===== config.mk =====
export PLATFORM = sky130hd
export DESIGN_NAME = stable_priority_queue_core
export DESIGN_NICKNAME = d
export VERILOG_FILES = /design/src/rtl/spq_pkg.sv /design/src/rtl/spq_cell.sv /design/src/rtl/stable_priority_queue_core.sv
export VERILOG_INCLUDE_DIRS = /design/src /design/src/rtl
export SDC_FILE = /design/constraint.sdc
export NUM_CORES = 2
export LEC_CHECK = 0
export BUFFER_PORTS_ARGS = -buffer_cell sky130_fd_sc_hd__buf_2
export CAP_MARGIN = 25
export CORE_AREA = 2 2 616 312
export CTS_CLUSTER_DIAMETER = 40
export DETAILED_ROUTE_END_ITERATION = 8
export DIE_AREA = 0 0 618 314
export PLACE_DENSITY = 0.51
export SYNTH_ARGS = -nofsm -noshare
export SYNTH_HDL_FRONTEND = slang
export SYNTH_HIERARCHICAL = 1
export SYNTH_SLANG_ARGS = --single-unit

===== constraint.sdc =====
create_clock -name i_clk -period 4 [get_ports i_clk]
set_input_delay 0 -clock i_clk [delete_from_list [all_inputs] [get_ports i_clk]]
set_output_delay 0 -clock i_clk [all_outputs]
set_load 0.03 [all_outputs]

===== src/rtl/stable_priority_queue_core_macros.svh =====
// ----------------------------------------------------------------------------
// Assertion macros for the stable priority queue core
// Concurrent assertion shorthands that share one clock and reset.
// ----------------------------------------------------------------------------
`ifndef STABLE_PRIORITY_QUEUE_CORE_MACROS_SVH
`define STABLE_PRIORITY_QUEUE_CORE_MACROS_SVH

// The expression must hold at every clock edge outside reset.
`define SPQ_ASSERT_ALWAYS(label, expr, msg) \
    label: assert property (@(posedge i_clk) disable iff (!i_rst_n) (expr)) \
        else $error(msg);

// The consequent must hold in the cycle after the antecedent.
`define SPQ_ASSERT_NEXT(label, ante, cons, msg) \
    label: assert property (@(posedge i_clk) disable iff (!i_rst_n) \
        (ante) |=> (cons)) else $error(msg);

// The consequent must hold in the same cycle as the antecedent.
`define SPQ_ASSERT_SAME(label, ante, cons, msg) \
    label: assert property (@(posedge i_clk) disable iff (!i_rst_n) \
        (ante) |-> (cons)) else $error(msg);

`endif


===== src/rtl/spq_pkg.sv =====
// ----------------------------------------------------------------------------
// Stable priority queue package
// Sizes, codes and shared types of the sorted cell chain.
// ----------------------------------------------------------------------------
`timescale 1ns / 1ps

package spq_pkg;

    localparam int CAPACITY = 16;
    localparam int CNT_W    = $clog2(CAPACITY + 1);
    localparam int KEY_W    = 32;
    localparam int RANK_W   = 16;
    localparam int FILL_W   = 5;

    localparam logic MODE_ENQ = 1'b0;
    localparam logic MODE_DEQ = 1'b1;

    typedef enum logic [1:0] {
        ST_ENQ   = 2'd0,
        ST_FULL  = 2'd1,
        ST_DEQ   = 2'd2,
        ST_EMPTY = 2'd3
    } t_status;

    typedef struct packed {
        logic signed [KEY_W-1:0] key;
        logic [RANK_W-1:0]       rank;
    } t_entry;

    typedef struct packed {
        logic   enq;
        logic   deq;
        t_entry item;
    } t_cell_ctrl;

    typedef struct packed {
        t_entry entry;
        logic   gt;
        logic   occ;
    } t_link;

endpackage


===== src/rtl/spq_cell.sv =====
// ----------------------------------------------------------------------------
// Stable priority queue cell
// One sorted position: holds an entry, compares it with the incoming rank and
// takes a neighbour's entry or the new item when the chain shifts.
// ----------------------------------------------------------------------------
`timescale 1ns / 1ps

module spq_cell (
    input  logic                i_clk,
    input  spq_pkg::t_cell_ctrl i_ctrl,
    input  spq_pkg::t_link      i_left,
    input  spq_pkg::t_entry     i_right_entry,
    input  logic                i_occ,
    output spq_pkg::t_link      o_link
);
    import spq_pkg::*;

    t_entry r_entry;
    t_entry n_entry;
    logic   w_gt;

    assign w_gt = i_occ && (r_entry.rank > i_ctrl.item.rank);

    assign o_link.entry = r_entry;
    assign o_link.gt    = w_gt;
    assign o_link.occ   = i_occ;

    always_comb begin
        n_entry = r_entry;
        if (i_ctrl.enq) begin
            if (i_left.gt) begin
                n_entry = i_left.entry;
            end else if (w_gt || (!i_occ && i_left.occ)) begin
                n_entry = i_ctrl.item;
            end
        end else if (i_ctrl.deq) begin
            n_entry = i_right_entry;
        end
    end

    always_ff @(posedge i_clk) begin
        r_entry <= n_entry;
    end

endmodule


===== src/rtl/stable_priority_queue_core.sv =====
// The result of an operation is strobed in the cycle after its transfer.
// Throughput: one operation per cycle; every cell of the chain compares and
// shifts in the same cycle, so busy stays low.
// The receiver cannot stall; each result is shown for exactly one cycle.
// Reset clears the fill count and the result strobe; entry contents are left.
// ----------------------------------------------------------------------------
// Stable priority queue core
// Sorted chain of cells, lowest rank at the front, equal ranks in arrival order.
// ----------------------------------------------------------------------------
`timescale 1ns / 1ps
`include "stable_priority_queue_core_macros.svh"

module stable_priority_queue_core (
    input  logic                         i_clk,
    input  logic                         i_rst_n,
    input  logic                         start,
    output logic                         busy,
    input  logic                         i_mode,
    input  logic signed [spq_pkg::KEY_W-1:0] i_item_key,
    input  logic [spq_pkg::RANK_W-1:0]   i_item_rank,
    output logic                         o_done,
    output logic [1:0]                   o_status,
    output logic signed [spq_pkg::KEY_W-1:0] o_out_key,
    output logic [spq_pkg::RANK_W-1:0]   o_out_rank,
    output logic [spq_pkg::FILL_W-1:0]   o_fill_count
);
    import spq_pkg::*;

    logic               w_accept;
    logic               w_full;
    logic               w_empty;
    t_cell_ctrl         w_ctrl;
    t_link              w_link [0:CAPACITY];
    logic [CNT_W-1:0]   r_count;
    logic [CNT_W-1:0]   n_count;
    logic               r_done;
    t_status            r_status;
    t_status            n_status;
    t_entry             r_out;
    t_entry             n_out;

    assign busy     = 1'b0;
    assign w_accept = start && !busy;
    assign w_full   = (r_count == CNT_W'(CAPACITY));
    assign w_empty  = (r_count == '0);

    assign w_ctrl.enq       = w_accept && (i_mode == MODE_ENQ) && !w_full;
    assign w_ctrl.deq       = w_accept && (i_mode == MODE_DEQ) && !w_empty;
    assign w_ctrl.item.key  = i_item_key;
    assign w_ctrl.item.rank = i_item_rank;

    assign w_link[0].entry = '0;
    assign w_link[0].gt    = 1'b0;
    assign w_link[0].occ   = 1'b1;

    for (genvar g = 0; g < CAPACITY; g++) begin : g_cell
        t_entry w_right;
        logic   w_occ;

        assign w_occ = (r_count > CNT_W'(g));

        if (g == CAPACITY - 1) begin : g_last
            assign w_right = '0;
        end else begin : g_inner
            assign w_right = w_link[g+2].entry;
        end

        spq_cell u_cell (
            .i_clk         (i_clk),
            .i_ctrl        (w_ctrl),
            .i_left        (w_link[g]),
            .i_right_entry (w_right),
            .i_occ         (w_occ),
            .o_link        (w_link[g+1])
        );
    end

    always_comb begin
        n_count  = r_count;
        n_out    = '0;
        if (i_mode == MODE_ENQ) begin
            n_status = w_full ? ST_FULL : ST_ENQ;
        end else begin
            n_status = w_empty ? ST_EMPTY : ST_DEQ;
        end
        if (w_ctrl.enq) begin
            n_count = r_count + CNT_W'(1);
        end else if (w_ctrl.deq) begin
            n_count = r_count - CNT_W'(1);
            n_out   = w_link[1].entry;
        end
    end

    always_ff @(posedge i_clk) begin
        if (!i_rst_n) begin
            r_count <= '0;
            r_done  <= 1'b0;
        end else begin
            r_count <= n_count;
            r_done  <= w_accept;
        end
        if (w_accept) begin
            r_status <= n_status;
            r_out    <= n_out;
        end
    end

    assign o_done       = r_done;
    assign o_status     = r_status;
    assign o_out_key    = r_out.key;
    assign o_out_rank   = r_out.rank;
    assign o_fill_count = FILL_W'(r_count);

    `SPQ_ASSERT_ALWAYS(a_count_bound, r_count <= CNT_W'(CAPACITY), "Fill count beyond capacity")
    `SPQ_ASSERT_NEXT(a_done_follows, w_accept, o_done, "Transfer without result strobe")
    `SPQ_ASSERT_NEXT(a_no_spurious, !w_accept, !o_done, "Result strobe without transfer")
    `SPQ_ASSERT_NEXT(a_enq_count, w_ctrl.enq, r_count == $past(r_count) + CNT_W'(1), "Enqueue count slip")
    `SPQ_ASSERT_SAME(a_sorted_front, r_count >= CNT_W'(2), w_link[1].entry.rank <= w_link[2].entry.rank, "Front cells out of order")

endmodule


==> flow_metrics.tcl <==
set metrics [dict create \
    final_util_pct 30.4 \
    slowest_delay_ns 0.67 \
    path_cells "o21ai_0, o21ai_0, buf_4, inv_1, a311oi_4, buf_12, buf_12, mux2i_1, a21oi_1" \
    cts_setup_buffers 0 \
    switching_share_pct 31.2 \
    clkPwrFrac_pct 36.6 \
    period_share_pct 87.2 \
    relSlewSlack_pct 39.8 \
    wire_per_inst_um 21.1 \
    via_per_inst 4.81 \
    slowest_stage "dfxtp_1" \
    rsz0062_at_grt "no" \
    ios 109 \
    synthCells 4543 \
    p_leak_nw 20.2 \
    clockRootBuffer "clkbuf_16" \
    die-area_sq_mm 0.194 \
    drv_slew 0 \
    insertion_delay_ns 0.71 \
    cts_max_level 3 \
    chipHeight_um 314 \
    grt_max_degree 174 \
    ctsLongestPathBuffers 3 \
    antenna_found_initial 12 \
    drtPass1Iterations 5 \
    grt_pass1_wl_um 227000 \
    die_w_um 618 \
    final_net_count 5028 \
    path_class "register to register" \
    start_kind "register" \
    dp_slack_ns 0.606 \
    globalRouteOverflowTotal 0 \
    area_growth_pct 17.3 \
    drc_errors 0 \
    ant_nets 0 \
    syn-cell-area_sq_mm 0.0488 \
    coreArea_sq_mm 0.189 \
    cts_tree "yes" \
    drive_gt1_share_pct 10.2 \
    tightestPinTransition_ns 0.904 \
    fin_ws_ns 0.511 \
    hpwl_um 111000 \
    p_int_w 0.0186 \
    finalHoldViolCount 0 \
    setup_viol 0 \
    placed_cell_area_sq_mm 0.0533 \
    clock_sinks 824 \
    hold_path_class "input pin to register" \
    peakVddDrop_uv 285 \
    outcome "completed" \
    final_cell_area_sq_mm 0.0572 \
    critPathCaptureType "register" \
    switchingPower_w 0.00843 \
    cts_buffers 97 \
    wirelength_um 154000 \
    rows 113 \
    critPathArrivalTime_ns 3.90 \
    initial_core_util_pct 25.9 \
    port_buffers 107 \
    ys_warn_count 6 \
    period_minus_slack_ns 3.49 \
    skew_ns 0.0314 \
    crit_required_ns 4.42 \
    drt_iter0_markers 3943 \
    syn_area_per_cell_sq_um 10.7 \
    max-cap-violations 0 \
    clk_pin_slew_ns 0.07 \
    crit_fanout 32 \
    track_usage_pct 15.5 \
    max_freq_mhz 287 \
    grt_pass1_vias 33200 \
    reg2reg_slack_ns 0.51 \
    gp_congestion 0.822 \
    power.density_mw_per_mm2 471 \
    tns_ns 0 \
    vias 35200 \
    combPwrFrac_pct 19.7 \
    seq_power_share_pct 43.7 \
]
## routing by layer
layer / GRT usage (%) / share of wire (%) / routed length, um / vias up
met4: 2.26 / 1.2 / 1820 / 0
met1: 27.6 / 56 / 87100 / 17000
met3: 4.21 / 10 / 15800 / 125
met2: 17.1 / 32 / 49600 / 1333
li1: - / - / - / 16800
met5: 0 / 0 / 0 / -
## sequential cells by signal (all words and copies together) (netlist names)
name	flops
o_done	1
g_cell.u_cell/o_link	768
o_out_key	32
o_out_rank	16
o_fill_count	5
o_status	2
## area by class of cell
class / count / area, sq um
Fill cell: 19400 / 131000
Sequential cell: 824 / 24700
Multi-Input combinational cell: 3230 / 22200
Tap cell: 2530 / 3170
Timing Repair Buffer: 287 / 2680
Clock buffer: 107 / 2510
Inverter: 274 / 1050
Clock inverter: 71 / 966
Antenna cell: 2 / 5.00
## placed cells by master (no fill, tap or decap), drive strengths merged, types with 5 or more instances in the layout
cell type    instances
nand2b               6
conb                99
o22a                11
and2                49
bufinv              17
nand4               64
edfxtp             818
dfxtp                6
o41ai                5
ha                 262
nand3                6
a211oi               5
a21o                 6
clkinv              27
mux2i              769
o21ai               43
a31oi                5
a21oi              885
a311oi              11
buf                240
dlygate4sd3         47
nor3b                5
inv                290
nor2               807
nor3                16
o221a                5
clkinvlp            11
clkbuf             107
a2111oi             17
a2111o              11
nor2b               33
nand2               67
o211ai              16
nor4                12
## power groups by stage
| stage | sequential [W] | clock [W] | combinational, W |
|---|---|---|---|
| after floorplan | 0.0116 | 0 | 0.00341 |
| after global placement | 0.0119 | 0 | 0.00509 |
| after detailed placement | 0.0120 | 0 | 0.00520 |
| after CTS | 0.0118 | 0.0101 | 0.00525 |
| after global routing | 0.0119 | 0.0104 | 0.00581 |
| final | 0.0118 | 0.00988 | 0.00530 |
## worst max-delay path, delay by kind of cell, from the launching register on
| kind | cells | cell delay [ns] |
|---|---|---|
| compound gates | 4 | 1.28 |
| buf+inv | 4 | 0.91 |
| flops | 1 | 0.67 |
| mux | 1 | 0.25 |
## worst paths after layout
| path | endpoint | from | cells after the start |
|---|---|---|---|
| worst min-delay path | g_cell[1].u_cell/o_link[2]$_DFFE_PP_ | i_item_rank[0] | 3 |
| worst min register to register | g_cell[14].u_cell/o_link[34]$_DFFE_PP_ | g_cell[15].u_cell/o_link[34]$_DFFE_PP_ | 2 |
| worst max-delay path | g_cell[13].u_cell/o_link[32]$_DFFE_PP_ | o_fill_count[2]$_SDFFE_PN0P_ | 9 |
| worst max register to register | g_cell[13].u_cell/o_link[32]$_DFFE_PP_ | o_fill_count[2]$_SDFFE_PN0P_ | 9 |
## per-stage QoR
stage / hold slack (ns) / power [W] / cells
after floorplan: 0.0989 / 0.0150 / 4640
after global placement: 0.362 / 0.0170 / 7098
after detailed placement: 0.373 / 0.0172 / 7098
after CTS: 0.00284 / 0.0271 / 7323
after global routing: 0.0346 / 0.0282 / 7324
final: 0.0674 / 0.0270 / 7325
## repair_timing
action                    in CTS  in global routing
hold endpoints to repair     472                  0
resized for setup              0                  0
hold buffers                  47                  0
Power figures use the tool's default switching activity.
